**config.mk**
```make
export PLATFORM = sky130hd
export DESIGN_NAME = text_group_tokenizer
export DESIGN_NICKNAME = d
export VERILOG_FILES = /design/src/rtl/core/tgt_pkg.sv /design/src/rtl/core/text_group_tokenizer.sv /design/src/rtl/core/tgt_front.sv /design/src/rtl/core/tgt_queue.sv /design/src/rtl/core/tgt_back.sv
export SDC_FILE = /design/constraint.sdc
export NUM_CORES = 1
export LEC_CHECK = 0
export BUFFER_PORTS_ARGS = -buffer_cell sky130_fd_sc_hd__buf_2
export CAP_MARGIN = 15
export CORE_MARGIN = 10
export CORE_UTILIZATION = 25
export DETAILED_ROUTE_END_ITERATION = 8
export SLEW_MARGIN = 20
export SYNTH_ARGS = -nofsm -noshare
export SYNTH_HDL_FRONTEND = slang
export SYNTH_SLANG_ARGS = --single-unit
```
**constraint.sdc**
```tcl
create_clock -name clk -period 16.4 [get_ports clk]
set_clock_uncertainty 0.1 [all_clocks]
set_input_delay 0 -clock clk [delete_from_list [all_inputs] [get_ports clk]]
set_output_delay 0 -clock clk [all_outputs]
set_load 0.01 [all_outputs]
```
**src/rtl/core/tgt_pkg.sv**
```systemverilog
// ----------------------------------------------------------------------------
// tgt_pkg: shared types and constants of the text group tokenizer
// Run kinds, group type codes, configuration register indexes and the
// per-byte result word passed from the front end to the output side.
// ----------------------------------------------------------------------------
package tgt_pkg;

	localparam int RES_MAX   = 3;      // results one byte can cause
	localparam int QDEPTH    = 4;      // words in the front/back queue
	localparam int QPTR_W    = $clog2(QDEPTH);
	localparam int RIDX_W    = $clog2(RES_MAX);

	localparam logic [15:0] POS_MAX = 16'hFFFF;   // offsets saturate here

	typedef enum logic [1:0] {
		KIND_NONE    = 2'd0,
		KIND_PRINT   = 2'd1,
		KIND_NEWLINE = 2'd2
	} kind_t;

	typedef enum logic [2:0] {
		GT_ALPHA   = 3'd0,
		GT_NUMERIC = 3'd1,
		GT_NEWLINE = 3'd2,
		GT_MIXED   = 3'd3,
		GT_EOM     = 3'd4
	} group_type_t;

	typedef enum logic {
		CFG_MAX_GROUP_LEN    = 1'b0,
		CFG_NUL_ENDS_MESSAGE = 1'b1
	} cfg_index_t;

	typedef struct packed {
		group_type_t gtype;
		logic [15:0] start;
		logic [7:0]  length;
	} result_t;

	// all results of one byte, in delivery order
	typedef struct packed {
		logic [RIDX_W-1:0]          count;
		result_t [RES_MAX-1:0]      res;
	} bundle_t;

	typedef struct packed {
		logic empty;
		logic full;
	} qstat_t;

	function automatic group_type_t group_code(input kind_t kind, input logic alpha,
			input logic digit);
		group_type_t code;
		if (kind == KIND_NEWLINE) begin
			code = GT_NEWLINE;
		end else if (alpha) begin
			code = GT_ALPHA;
		end else if (digit) begin
			code = GT_NUMERIC;
		end else begin
			code = GT_MIXED;
		end
		return code;
	endfunction

endpackage

```
**src/rtl/core/text_group_tokenizer.sv**
```systemverilog
// ----------------------------------------------------------------------------
// text_group_tokenizer: streaming whitespace tokenizer with group typing
// Splits a byte stream into printable and CR/LF groups and reports each
// group's type, start offset and length, then an end-of-message word.
// ----------------------------------------------------------------------------
// Input channel (in_valid/in_stall) takes one byte per unstalled cycle with
// data_byte and last_byte. The front end classifies the byte and updates the
// open run in the cycle it is accepted, then queues the zero to three results
// the byte causes as one word; bytes that cause nothing are absorbed.
// Output channel (out_valid/out_stall) delivers one result per unstalled cycle
// from a registered output; last_of_run marks the final result of its byte.
// Results are queued as the byte is accepted, then loaded into the output
// register. Unstalled throughput: 1 byte per cycle in, 1 result per cycle
// out; bytes that make several results are limited by the single output port.
// A stalled receiver holds the output word; the 4-word queue then fills and
// in_stall rises. Config writes (cfg_we/cfg_index/cfg_data) apply at once.
// Reset clears the run state and offset, sets max_group_len to 255 and
// nul_ends_message to 1, and empties the queue.
// ----------------------------------------------------------------------------
module text_group_tokenizer (
	input  logic        clk,
	input  logic        arst_n,
	input  logic        in_valid,
	output logic        in_stall,
	input  logic [7:0]  data_byte,
	input  logic        last_byte,
	input  logic        cfg_we,
	input  logic        cfg_index,
	input  logic [7:0]  cfg_data,
	output logic        out_valid,
	input  logic        out_stall,
	output logic [2:0]  group_type,
	output logic [15:0] group_start,
	output logic [7:0]  group_length,
	output logic        last_of_run
);

	tgt_pkg::bundle_t push_word;
	tgt_pkg::bundle_t head;
	tgt_pkg::qstat_t  stat;
	logic             push;
	logic             pop;
	logic             accept;

	assign in_stall = stat.full;
	assign accept   = in_valid && !stat.full;

	tgt_front u_front (
		.clk       (clk),
		.arst_n    (arst_n),
		.accept    (accept),
		.data_byte (data_byte),
		.last_byte (last_byte),
		.cfg_we    (cfg_we),
		.cfg_index (cfg_index),
		.cfg_data  (cfg_data),
		.push      (push),
		.push_word (push_word)
	);

	tgt_queue u_queue (
		.clk       (clk),
		.arst_n    (arst_n),
		.push      (push),
		.push_word (push_word),
		.pop       (pop),
		.head      (head),
		.stat      (stat)
	);

	tgt_back u_back (
		.clk          (clk),
		.arst_n       (arst_n),
		.head         (head),
		.stat         (stat),
		.pop          (pop),
		.out_stall    (out_stall),
		.out_valid    (out_valid),
		.group_type   (group_type),
		.group_start  (group_start),
		.group_length (group_length),
		.last_of_run  (last_of_run)
	);

endmodule

```
**src/rtl/core/tgt_front.sv**
```systemverilog
// ----------------------------------------------------------------------------
// tgt_front: byte classifier and run tracker
// Classifies each accepted byte, tracks the open group and produces the
// word of results (up to three) the byte causes. Holds the config registers.
// ----------------------------------------------------------------------------
module tgt_front (
	input  logic             clk,
	input  logic             arst_n,
	input  logic             accept,
	input  logic [7:0]       data_byte,
	input  logic             last_byte,
	input  logic             cfg_we,
	input  logic             cfg_index,
	input  logic [7:0]       cfg_data,
	output logic             push,
	output tgt_pkg::bundle_t push_word
);

	logic [7:0]      max_len_q;
	logic            nul_end_q;
	tgt_pkg::kind_t  kind_q;
	logic [7:0]      len_q;
	logic [15:0]     start_q;
	logic [15:0]     pos_q;
	logic            alpha_q;
	logic            digit_q;

	tgt_pkg::kind_t  kind_d;
	logic [7:0]      len_d;
	logic [15:0]     start_d;
	logic [15:0]     pos_d;
	logic            alpha_d;
	logic            digit_d;

	always_ff @(posedge clk or negedge arst_n) begin
		if (!arst_n) begin
			max_len_q <= 8'd255;
			nul_end_q <= 1'b1;
		end else if (cfg_we) begin
			unique case (tgt_pkg::cfg_index_t'(cfg_index))
				tgt_pkg::CFG_MAX_GROUP_LEN:    max_len_q <= cfg_data;
				tgt_pkg::CFG_NUL_ENDS_MESSAGE: nul_end_q <= cfg_data[0];
				default: ;
			endcase
		end
	end

	always_comb begin
		tgt_pkg::kind_t   cls;
		tgt_pkg::bundle_t w;
		logic [tgt_pkg::RIDX_W-1:0] cnt;
		logic [7:0] limit;
		logic is_alpha;
		logic is_digit;
		logic ending;

		cls = tgt_pkg::KIND_NONE;
		if (data_byte >= 8'h21 && data_byte <= 8'h7F) begin
			cls = tgt_pkg::KIND_PRINT;
		end else if (data_byte == 8'h0A || data_byte == 8'h0D) begin
			cls = tgt_pkg::KIND_NEWLINE;
		end
		is_alpha = (data_byte >= 8'h41 && data_byte <= 8'h5A) || data_byte == 8'h3F;
		is_digit = data_byte >= 8'h30 && data_byte <= 8'h39;
		limit    = (max_len_q == 8'd0) ? 8'd1 : max_len_q;
		ending   = last_byte || (data_byte == 8'd0 && nul_end_q);

		w   = '0;
		cnt = '0;

		kind_d  = kind_q;
		len_d   = len_q;
		start_d = start_q;
		alpha_d = alpha_q;
		digit_d = digit_q;

		// byte of another run kind (or a separator) closes the open group
		if (kind_q != tgt_pkg::KIND_NONE && kind_q != cls) begin
			w.res[cnt] = '{tgt_pkg::group_code(kind_q, alpha_q, digit_q), start_q, len_q};
			cnt = cnt + 1'b1;
			kind_d = tgt_pkg::KIND_NONE;
		end

		if (cls != tgt_pkg::KIND_NONE) begin
			if (kind_d == tgt_pkg::KIND_NONE) begin
				kind_d  = cls;
				start_d = pos_q;
				len_d   = 8'd0;
				alpha_d = 1'b1;
				digit_d = 1'b1;
			end
			len_d   = len_d + 8'd1;
			alpha_d = alpha_d & is_alpha;
			digit_d = digit_d & is_digit;
			if (len_d >= limit) begin
				w.res[cnt] = '{tgt_pkg::group_code(kind_d, alpha_d, digit_d), start_d, len_d};
				cnt = cnt + 1'b1;
				kind_d = tgt_pkg::KIND_NONE;
			end
		end

		pos_d = (pos_q != tgt_pkg::POS_MAX) ? pos_q + 16'd1 : pos_q;

		if (ending) begin
			if (kind_d != tgt_pkg::KIND_NONE) begin
				w.res[cnt] = '{tgt_pkg::group_code(kind_d, alpha_d, digit_d), start_d, len_d};
				cnt = cnt + 1'b1;
			end
			w.res[cnt] = '{tgt_pkg::GT_EOM, pos_q, 8'd0};
			cnt = cnt + 1'b1;
			kind_d = tgt_pkg::KIND_NONE;
			pos_d  = 16'd0;
		end

		// a closed run returns to its reset values
		if (kind_d == tgt_pkg::KIND_NONE) begin
			len_d   = 8'd0;
			start_d = 16'd0;
			alpha_d = 1'b1;
			digit_d = 1'b1;
		end

		w.count   = cnt;
		push_word = w;
		push      = accept && (cnt != '0);
	end

	always_ff @(posedge clk or negedge arst_n) begin
		if (!arst_n) begin
			kind_q  <= tgt_pkg::KIND_NONE;
			len_q   <= 8'd0;
			start_q <= 16'd0;
			pos_q   <= 16'd0;
			alpha_q <= 1'b1;
			digit_q <= 1'b1;
		end else if (accept) begin
			kind_q  <= kind_d;
			len_q   <= len_d;
			start_q <= start_d;
			pos_q   <= pos_d;
			alpha_q <= alpha_d;
			digit_q <= digit_d;
		end
	end

endmodule

```
**src/rtl/core/tgt_queue.sv**
```systemverilog
// ----------------------------------------------------------------------------
// tgt_queue: short queue of result words
// Decouples the byte classifier from the output side.
// ----------------------------------------------------------------------------
module tgt_queue (
	input  logic             clk,
	input  logic             arst_n,
	input  logic             push,
	input  tgt_pkg::bundle_t push_word,
	input  logic             pop,
	output tgt_pkg::bundle_t head,
	output tgt_pkg::qstat_t  stat
);

	tgt_pkg::bundle_t mem_q [tgt_pkg::QDEPTH];
	logic [tgt_pkg::QPTR_W-1:0] wr_ptr_q;
	logic [tgt_pkg::QPTR_W-1:0] rd_ptr_q;
	logic [tgt_pkg::QPTR_W:0]   count_q;

	always_ff @(posedge clk) begin
		if (push) begin
			mem_q[wr_ptr_q] <= push_word;
		end
	end

	always_ff @(posedge clk or negedge arst_n) begin
		if (!arst_n) begin
			wr_ptr_q <= '0;
			rd_ptr_q <= '0;
			count_q  <= '0;
		end else begin
			if (push) begin
				wr_ptr_q <= wr_ptr_q + 1'b1;
			end
			if (pop) begin
				rd_ptr_q <= rd_ptr_q + 1'b1;
			end
			if (push && !pop) begin
				count_q <= count_q + 1'b1;
			end else if (pop && !push) begin
				count_q <= count_q - 1'b1;
			end
		end
	end

	assign head       = mem_q[rd_ptr_q];
	assign stat.empty = (count_q == '0);
	assign stat.full  = (count_q == (tgt_pkg::QPTR_W + 1)'(tgt_pkg::QDEPTH));

endmodule

```
**src/rtl/core/tgt_back.sv**
```systemverilog
// ----------------------------------------------------------------------------
// tgt_back: result sequencer and output register
// Walks the results of the word at the queue head, one per unstalled cycle, into
// the output register.
// ----------------------------------------------------------------------------
module tgt_back (
	input  logic             clk,
	input  logic             arst_n,
	input  tgt_pkg::bundle_t head,
	input  tgt_pkg::qstat_t  stat,
	output logic             pop,
	input  logic             out_stall,
	output logic             out_valid,
	output logic [2:0]       group_type,
	output logic [15:0]      group_start,
	output logic [7:0]       group_length,
	output logic             last_of_run
);

	logic [tgt_pkg::RIDX_W-1:0] idx_q;
	logic                       valid_q;
	tgt_pkg::result_t           res_q;
	logic                       fin_q;

	logic                       load;
	logic                       fin;

	assign load = !stat.empty && (!valid_q || !out_stall);
	assign fin  = (idx_q == head.count - 1'b1);
	assign pop  = load && fin;

	always_ff @(posedge clk or negedge arst_n) begin
		if (!arst_n) begin
			idx_q   <= '0;
			valid_q <= 1'b0;
		end else begin
			if (load) begin
				valid_q <= 1'b1;
				idx_q   <= fin ? '0 : idx_q + 1'b1;
			end else if (!out_stall) begin
				valid_q <= 1'b0;
			end
		end
	end

	always_ff @(posedge clk) begin
		if (load) begin
			res_q <= head.res[idx_q];
			fin_q <= fin;
		end
	end

	assign out_valid    = valid_q;
	assign group_type   = res_q.gtype;
	assign group_start  = res_q.start;
	assign group_length = res_q.length;
	assign last_of_run  = fin_q;

endmodule
```
# [Word-level counts from Yosys, hierarchy flattened]
# Memory sizes are Yosys's and may differ from the RTL's.
# Cells that the tools add are included.
[totals] regBits=91 mem_bits_rw=332 input_bits=23 mem_count=1
[op_classes] addsub=11 order_cmp=14 n_eq_ne=11 mux=70 bitwise=3 reduce_logical=38
[memory_table] memory="u_queue.mem_q" depth=4 width=83 rd=1 rd_clocked_by_memory_dff=0 wr=1 line="tgt_queue.sv:15" rtl="tgt_pkg::bundle_t mem_q [tgt_pkg::QDEPTH];"
[op_table] cell="81-bit two-way mux" n=5
[op_table] cell="81-bit bitwise mux" n=3
[op_table] cell="27-bit demux with 2-bit select" n=3
[op_table] cell="27-bit two-way mux" n=5
[op_table] cell="16-bit two-way mux" n=6
[op_table] cell="27-bit binary-select mux with 2-bit select" n=1
[op_table] cell="8-bit two-way mux" n=5
[op_table] cell="3-bit two-way mux" n=12
[op_table] cell="2-bit two-way mux" n=17
[op_table] cell="16-bit by 1-bit adder with 16-bit output, second input constant" n=1
[op_table] cell="8-bit by 4-bit equality test with 1-bit output, second input constant" n=2
[op_table] cell="8-bit by 6-bit greater-or-equal comparator with 1-bit output, second input constant" n=2
[op_table] cell="8-bit by 7-bit less-or-equal comparator with 1-bit output, second input constant" n=2
[op_table] cell="8-bit logical NOT" n=2
[op_table] cell="16-bit inequality test, second input constant" n=1
[op_table] cell="1-bit logical AND" n=14
[op_table] cell="1-bit two-way mux" n=13
[op_table] cell="2-bit nonzero test" n=6
[op_table] cell="2-bit by 1-bit adder with 2-bit output, second input constant" n=5
[op_table] cell="2-bit by 3-bit less-than comparator with 1-bit output, second input constant" n=3
[op_table] cell="8-bit by 1-bit adder with 8-bit output, second input constant" n=1
[op_table] cell="8-bit by 6-bit equality test with 1-bit output, second input constant" n=1
[op_table] cell="8-bit by 7-bit greater-or-equal comparator with 1-bit output, second input constant" n=1
[op_table] cell="8-bit greater-or-equal comparator" n=1
[op_table] cell="20 further kinds" n=35

# [Longest topological paths before layout]
# Gate-level depths: netlist of the first run.
[logic_depth] ltp_word=25 ltp_mapped=33 ltp_nobuf=30

# [Modules after synthesis]
# Synthesis of the first run repeated with hierarchy kept, for this count alone.
[unflattened] cells_unflattened=1181 hier_area_um2=18671.7
[modules_own_cells] module="tgt_queue" n_inst=1 cells_each=468 area_each_um2=12425.7
[modules_own_cells] module="tgt_front" n_inst=1 cells_each=573 area_each_um2=4614.4
[modules_own_cells] module="tgt_back" n_inst=1 cells_each=139 area_each_um2=1617.8
[modules_own_cells] module="text_group_tokenizer" n_inst=1 cells_each=1 area_each_um2=13.8

# [Least setup slack after synthesis of the first run]
# OpenSTA, ideal clock, no wires.
[synth_path] kind="reg2reg" from="register u_front.kind_q[0]" to="memory u_queue.mem_q[0][0] (netlist bit) (enable)" setup_time_ns=0.451 t_arrival_ns=7.647 slack_ns=8.202 stages_incl_launch_ff=29 cell_sequence="dfrtp_1 clkbuf_1 or3b_2 o221a_2 a21boi_1 and2_1 ha_1 clkbuf_1 and3_1 nand3_1 xor2_1 nor2_1 ha_1 a2111oi_0 nand2_1 a21oi_1 or2_2 clkbuf_1 inv_2 ha_1 o21ai_0 ha_1 mux2i_1 nor2_1 inv_1 ha_1 a21oi_1 o31a_1 and2_1"
[synth_rtl] element="from (decl)" line="tgt_front.sv:21" rtl="tgt_pkg::kind_t kind_q;"
[synth_rtl] element="from (signal assigned)" line="tgt_front.sv:130" rtl="kind_q <= tgt_pkg::KIND_NONE;"
[synth_rtl] element="from (signal assigned)" line="tgt_front.sv:137" rtl="kind_q <= kind_d;"
[synth_rtl] element="to (decl)" line="tgt_queue.sv:15"

==> results.yml, run 1 <==
place:
  dpl.hpwl_mm: 25.4
  portBuffers: 52
  gp_congestion: 0.821
worst_setup_path:
  arrival_ns: 8.34
  timing.critical_path.mode_cell: "ha_1"
  cp_max_fo: 63
  crit_slowest_cell: "buf_4"
  worst_ep_required_time_ns: 16.48
  r2r_cells: 26
  worstSetupStartpointType: "register"
  critPathKind: "register to register"
  slowest_delay_ns: 0.81
  setup.worst_path.end_class: "register"
sta:
  setup_tns_ns: 0
  fin_crit_sh: 0.504
  slew_headroom: 0.227
  tightestPinTransition_ns: 1.16
  slew_viol_final: 0
  rsz0062_at_grt: "no"
  setup_viol: 0
  min_period_ns: 8.26
  fmax_mhz: 121
  hold_viol_final: 0
clock_tree:
  root_buffer: "clkbuf_16"
  cts_tree: "built"
  clock-sinks: 423
  clock_path_buffers: 3
  cts_buffers: 44
  clock_latency_ns: 0.58
  clkTransAtPathRegs_ns: 0.06
  post_cts_resized: 0
  htree_num_levels: 2
layout:
  drive_above_1_share: 0.209
  diodes: 0
  nFillCells: 7084
  multiInputGateArea_mm2: 0.00543
  syn_to_final_growth_pct: 17.6
  seqCellArea_mm2: 0.0124
  post-route-util: 0.295
  fin_nets: 1276
floorplanning:
  start_util: 0.251
  rows: 99
  dieArea_mm2: 0.0843
  die_x_um: 290
  io_pins: 53
  core_mm2: 0.0727
  die_h_um: 290
synthesis:
  synth_edf_count: 360
  ys_seq_area_frac: 0.679
  async_flop_share: 0.149
  ys_types: 69
  yosysWarnings: 0
  synthesis.area_mm2: 0.0183
  synth_top_cell_area_share: 0.592
  synth_fp_nets: 1200
  synthFlopType: "edfxtp_1"
  synth-seq-cells: 423
  netlist_instances: 1154
  synth_top_area_cell: "edfxtp_1"
  synthTopCellsByArea: "edfxtp_1 59%, mux4_2 10%, dfrtp_1 7.1%, a22o_1 2.5%, mux2i_1 1.8%"
  syn_area_per_cell_um2: 15.8
grt:
  grt-ovfl-total: 0
  grt.total_usage: 0.0989
  grt_pass1_vias: 10980
  grt_pass1_wl_mm: 66.1
  antenna_found_initial: 0
  grt_max_degree: 64
flow_run:
  maxCapViolations: 0
drt:
  drc: 0
  vias: 10433
  post_drt_wl_per_cell_um: 19.0
  drt_iter0_drc: 702
  wl_mm: 42.2
  routed_via_density: 4.69
  drtPass1Iterations: 5
  ant_nets: 0
hold_path:
  min_path_type: "input port to asynchronous set/reset pin"
outcome:
  status: "finished, final reports clean"
power:
  p_leak_nw: 7.38
  ir_drop_v: 0.0000894
  power_density_mw_per_mm2: 155
final timing paths:
kind | start | end | slack [ns]
setup / recovery | u_front.kind_q[0] | u_queue.mem_q[2][66] | 8.14
hold / removal | arst_n | u_front.len_q[1] | 0.07
setup reg to reg | u_front.kind_q[0] | u_queue.mem_q[2][66] | 8.14
hold reg to reg | u_front.digit_q | u_front.digit_q | 0.40
max in group asynchronous | arst_n | u_queue.rd_ptr_q[0] | 15.46
min in group clk | cfg_data[0] | u_front.max_len_q[0] | 0.13
state kept, by name, indices dropped and copies added, names as in the netlist, 2 cells and up:
register and cells:
u_front.len_q 8, u_back.group_length 8, u_back.idx_q 2, u_back.group_type 3, u_queue.wr_ptr_q 2, u_queue.count_q 3
u_queue.mem_q 332, u_queue.rd_ptr_q 2, u_front.max_len_q 8, u_front.start_q 16, u_front.kind_q 2, u_back.group_start 16
u_front.pos_q 16
Yosys cell counts, types with 14 or more instances:
library cell / n
ha_1: 22
o21ai_0: 29
o22ai_1: 32
a22o_1: 53
inv_1: 48
mux2i_1: 33
buf_1: 14
mux4_2: 83
dfrtp_1: 52
nand2_1: 62
edfxtp_1: 360
nand3_1: 17
nor2_1: 69
a21oi_1: 35
o31ai_1: 17
clkbuf_1: 58
xnor2_1: 14
layout make-up:
class | count | area share
clock buffer | 52 | 0.0546
clock inverter | 30 | 0.0146
inverter | 50 | 0.00874
multi-input combinational | 604 | 0.253
sequential | 423 | 0.578
tap | 959 | 0.0559
timing repair buffer | 107 | 0.0360
cells in the final DEF, fill, tap and decap left out, drive strengths merged, types with 3 or more instances in the layout:
cell type      n
o31ai         18
clkbuf        52
a211oi         4
inv           52
nor2          70
nand3         17
xnor2         14
dfrtp         52
nor2b          6
or3            4
nand2         62
a22o          53
and4           4
ha            22
o211ai         4
mux2           4
xor2          12
nand2b         7
and3          12
nor3          11
o21a           4
and2          12
nor4           3
buf           70
dlygate4sd3   37
or2            3
nor3b          3
o21ai         30
clkinv        20
mux2i         33
bufinv         6
nand4          6
edfxtp       360
dfstp         11
mux4          83
o22ai         32
a31oi          3
a22oi          9
a21oi         35
repair_timing:
item | 4_1_cts | 5_1_grt
hold buffers | 37 | 0
endpoints found under the hold margin | 87 | 0
setup buffers | 0 | 0
critical path, delay by kind of cell (launching register included):
kind            cells  cell delay (ns)
simple gates        9             1.95
flops               1             0.50
mux                 1             0.13
fa+ha+maj           5             1.46
compound gates      7             2.40
xor+xnor            1             0.15
buf+inv             3             1.10
kinds of logic (layout without fill, tap and decap cells):
| group | Yosys count | count (layout) | synth area share |
|---|---|---|---|
| buffers and inverters | 127 | 239 | 0.0266 |
| DFF | 423 | 423 | 0.679 |
| muxes | 120 | 120 | 0.123 |
| adders and majority gates | 23 | 23 | 0.0162 |
| xor gates and xnor gates | 26 | 26 | 0.0125 |
| AOI/OAI and AO/OA | 211 | 211 | 0.0836 |
| and+or+nand+nor | 224 | 224 | 0.0591 |
per-layer routing:
metal,vias to the layer above,GRT usage,part of all wire
li1,4674,-,-
met1,5400,0.127,0.44
met2,292,0.165,0.49
met3,67,0.0213,0.056
met4,0,0.0292,0.021
met5,-,0,0
report_power, final:
part	switching, W	internal (W)
registers	0.000104	0.00137
clock network	0.000411	0.000608
logic	0.000469	0.000362
per-stage QoR:
step | total power, W | cell area (um2) | cells | hold WS (ns) | setup slack (ns)
final | 0.00333 | 21500 | 2225 | 0.0739 | 8.14
after global routing | 0.00351 | 21500 | 2225 | 0.118 | 7.34
after CTS | 0.00339 | 21500 | 2225 | 0.0808 | 8.14
after detailed placement | 0.00235 | 19600 | 2106 | 0.116 | 8.15
after global placement | 0.00233 | 19600 | 2105 | 0.107 | 8.41
after floorplan | 0.00205 | 18300 | 1154 | -0.396 | 8.20
Power figures use the tool's default switching activity.
==> run 2, diff against run 1 <==
ABC_AREA = 1   (was unset)
clock period = 7.2 ns   (was 16.4 ns; I/O delays follow)
==> run 2 against run 1 <==
Compared with the run above: critical path depth rose by 4; non-clock buffer count fell by 2; clock power rose by 140%; core utilization barely moved; wire length rose by 30%; worst hold slack got worse by 0.042 ns; sequential power rose by 130%; largest power group unchanged.
==> results.yml, run 2 <==
hold_path:
  min_path_type: "input port to register"
  min_from: "data_byte[0]"
  whs_path_depth: 7
  holdPathEnd: "u_front.kind_q[1]"
worst_setup_path:
  rrSetupSlack_ns: 0.77
  crit_slowest_cell: "dfrtp_1"
  slowest_delay_ns: 0.43
  worst_r2r_endpoint: "u_queue.count_q[1]"
  cp_max_fo: 11
  setup.worst_path.end_class: "register"
  arrival_ns: 6.78
  timing.critical_path.mode_cell: "ha_1"
  worstSetupStartpointType: "register"
  worst_ep_required_time_ns: 7.55
  r2r_start: "u_front.kind_q[0]"
  critPathKind: "register to register"
  r2r_cells: 30
clock_tree:
  cts_tree: "built"
  clock_latency_ns: 0.58
  root_buffer: "clkbuf_16"
  post_cts_resized: 0
  clkTransAtPathRegs_ns: 0.06
  cts_buffers: 42
  htree_num_levels: 2
  clock-sinks: 423
  clock_path_buffers: 3
sta:
  rsz0062_at_grt: "no"
  setup_viol: 0
  fmax_mhz: 156
  holdWs_ns: 0.0316
  tightestPinTransition_ns: 1.08
  slew_headroom: 0.278
  fin_crit_sh: 0.893
  slew_viol_final: 0
  min_period_ns: 6.43
  hold_viol_final: 0
synthesis:
  syn_area_per_cell_um2: 10.6
  yosysWarnings: 0
  synth_edf_count: 360
  synth_fp_nets: 1872
  muxShareOfSynthArea: 0.000582
  ys_seq_area_frac: 0.641
  synthTopCellsByArea: "edfxtp_1 56%, dfrtp_1 6.7%, nand2_1 5.5%, o21ai_0 4.9%, nor2_1 4.8%"
  synth_most_common_cell: "edfxtp_1"
  synth_compound_area_frac: 0.147
  synth_top_area_cell: "edfxtp_1"
  synth_top_family_by_area: "compound AO/OA/AOI/OAI gates"
  ys_types: 49
  synthAdderAreaFrac: 0.0153
  synthFlopType: "edfxtp_1"
  post_synth_and_or_nand_nor_area_fraction: 0.140
  synth_commonest_cells: "360 x edfxtp_1, 284 x nand2_1, 246 x nor2_1"
  synth_xor_area_frac: 0.00543
  synthesis.area_mm2: 0.0194
  synth-seq-cells: 423
  async_flop_share: 0.149
  netlist_instances: 1826
  synth_top_cell_area_share: 0.559
layout:
  post-route-util: 0.296
  largest_reg_flops: 332
  seqCellArea_mm2: 0.0124
  drive_above_1_share: 0.112
  regMostFlops: "u_queue.mem_q"
  fin_nets: 1917
  nFillCells: 7806
  final_cell_mix: "360 x edfxtp_1, 284 x nand2_1, 241 x nor2_1, 190 x o21ai_0, 135 x inv_1"
  layout_commonest_cell: "edfxtp_1"
  multiInputGateArea_mm2: 0.00600
  syn_to_final_growth_pct: 16.6
drt:
  post_drt_wl_per_cell_um: 18.6
  ant_nets: 0
  routed_via_density: 4.89
  drc: 0
  drt_iter0_drc: 1315
  drtPass1Iterations: 5
  vias: 14357
  wl_mm: 54.7
grt:
  grt-ovfl-total: 0
  antenna_found_initial: 2
  grt_pass1_wl_mm: 84.2
  grt_max_degree: 105
  grt_pass1_vias: 14299
  grt.total_usage: 0.119
floorplanning:
  die_h_um: 298
  io_pins: 53
  rows: 101
  die_x_um: 298
  core_mm2: 0.0763
  dieArea_mm2: 0.0890
  start_util: 0.254
place:
  dpl.hpwl_mm: 32.7
  portBuffers: 52
  gp_congestion: 0.886
outcome:
  status: "finished, final reports clean"
power:
  finalPower_w: 0.00812
  p_leak_nw: 8.04
  ir_drop_v: 0.000230
  power_density_mw_per_mm2: 360
flow_run:
  maxCapViolations: 0
run 2: cell count changes in the layout (fill, tap and decap cells not counted), moves of 18 or more:
| cell | before | now |
|---|---|---|
| o21ai_0 | 29 | 190 |
| a21oi_2 | 0 | 18 |
| o221ai_1 | 0 | 40 |
| o21ai_1 | 0 | 26 |
| nand3_1 | 17 | 59 |
| inv_1 | 48 | 135 |
| o211ai_1 | 3 | 32 |
| nand2_1 | 62 | 284 |
| a22o_1 | 53 | 0 |
| o22ai_1 | 32 | 95 |
| mux4_2 | 83 | 0 |
| mux2i_1 | 33 | 0 |
| nor2_1 | 68 | 241 |
run 2: where the power goes:
part	internal, W	switching [W]	total, W
sequential	0.00315	0.000184	0.00334
combinational	0.000683	0.00165	0.00233
clock	0.00150	0.000952	0.00245
run 2: worst max-delay path by stage:
stage / start / end / cells past startpoint
final: u_front.kind_q[0] / u_queue.count_q[1] / 30
after global routing: data_byte[4] / u_queue.count_q[1] / 36
after CTS: u_front.kind_q[0] / u_queue.count_q[1] / 30
after detailed placement: data_byte[7] / u_queue.count_q[1] / 35
after global placement: data_byte[4] / u_queue.count_q[2] / 37
after floorplan: u_front.kind_q[0] / u_queue.mem_q[0][0] / 27
run 2: kinds of logic (layout without fill, tap and decap cells):
| family | count (synthesis) | in the layout |
|---|---|---|
| AND/OR/NAND/NOR | 651 | 651 |
| buffers and inverters | 254 | 333 |
| flip-flops | 423 | 423 |
| AO/OA/AOI/OAI | 462 | 462 |
| other | 0 | 1 |
| XOR/XNOR | 12 | 12 |
| adder cells (fa/ha/maj) | 23 | 23 |
| multiplexers | 1 | 1 |
run 2: area by class of cell:
type | count | area share
inverter | 150 | 0.0251
timing repair buffer | 105 | 0.0334
antenna | 1 | 0.000111
clock inverter | 30 | 0.0181
clock buffer | 48 | 0.0504
multi-input combinational | 1149 | 0.266
tap | 1030 | 0.0571
sequential | 423 | 0.550
run 2: timing repair:
item | CTS | global route
hold buffers | 32 | 0
setup endpoints to repair | 0 | 0
setup buffers | 0 | 0
endpoints found under the hold margin | 77 | 0
run 2: stage by stage:
stage          worst slack (ns)  instance area [um2]  setup TNS [ns]  cells
2_1_floorplan             -1.13                19400         -375.29   1826
3_3_place_gp              0.963                20700               0   2825
3_5_place_dp              0.768                20700               0   2825
4_1_cts                   0.807                22600               0   2935
5_1_grt                   0.195                22600               0   2935
6_report                  0.770                22600               0   2936
run 2: per-layer routing:
| layer | up-vias | routed length, um | track usage |
|---|---|---|---|
| li1 | 6612 | - | - |
| met1 | 7147 | 22400 | 0.144 |
| met2 | 493 | 27100 | 0.205 |
| met3 | 103 | 3460 | 0.0231 |
| met4 | 2 | 1740 | 0.0467 |
| met5 | - | 20 | 0 |
run 2: critical path: cells and delay by family (launching register included):
kind                     cells  cell delay [ns]
adder cells (fa/ha/maj)      7             2.04
AO/OA/AOI/OAI                3             0.82
AND/OR/NAND/NOR             12             1.97
flip-flops                   1             0.43
XOR/XNOR                     1             0.20
buffers and inverters        6             0.48
multiplexers                 1             0.27
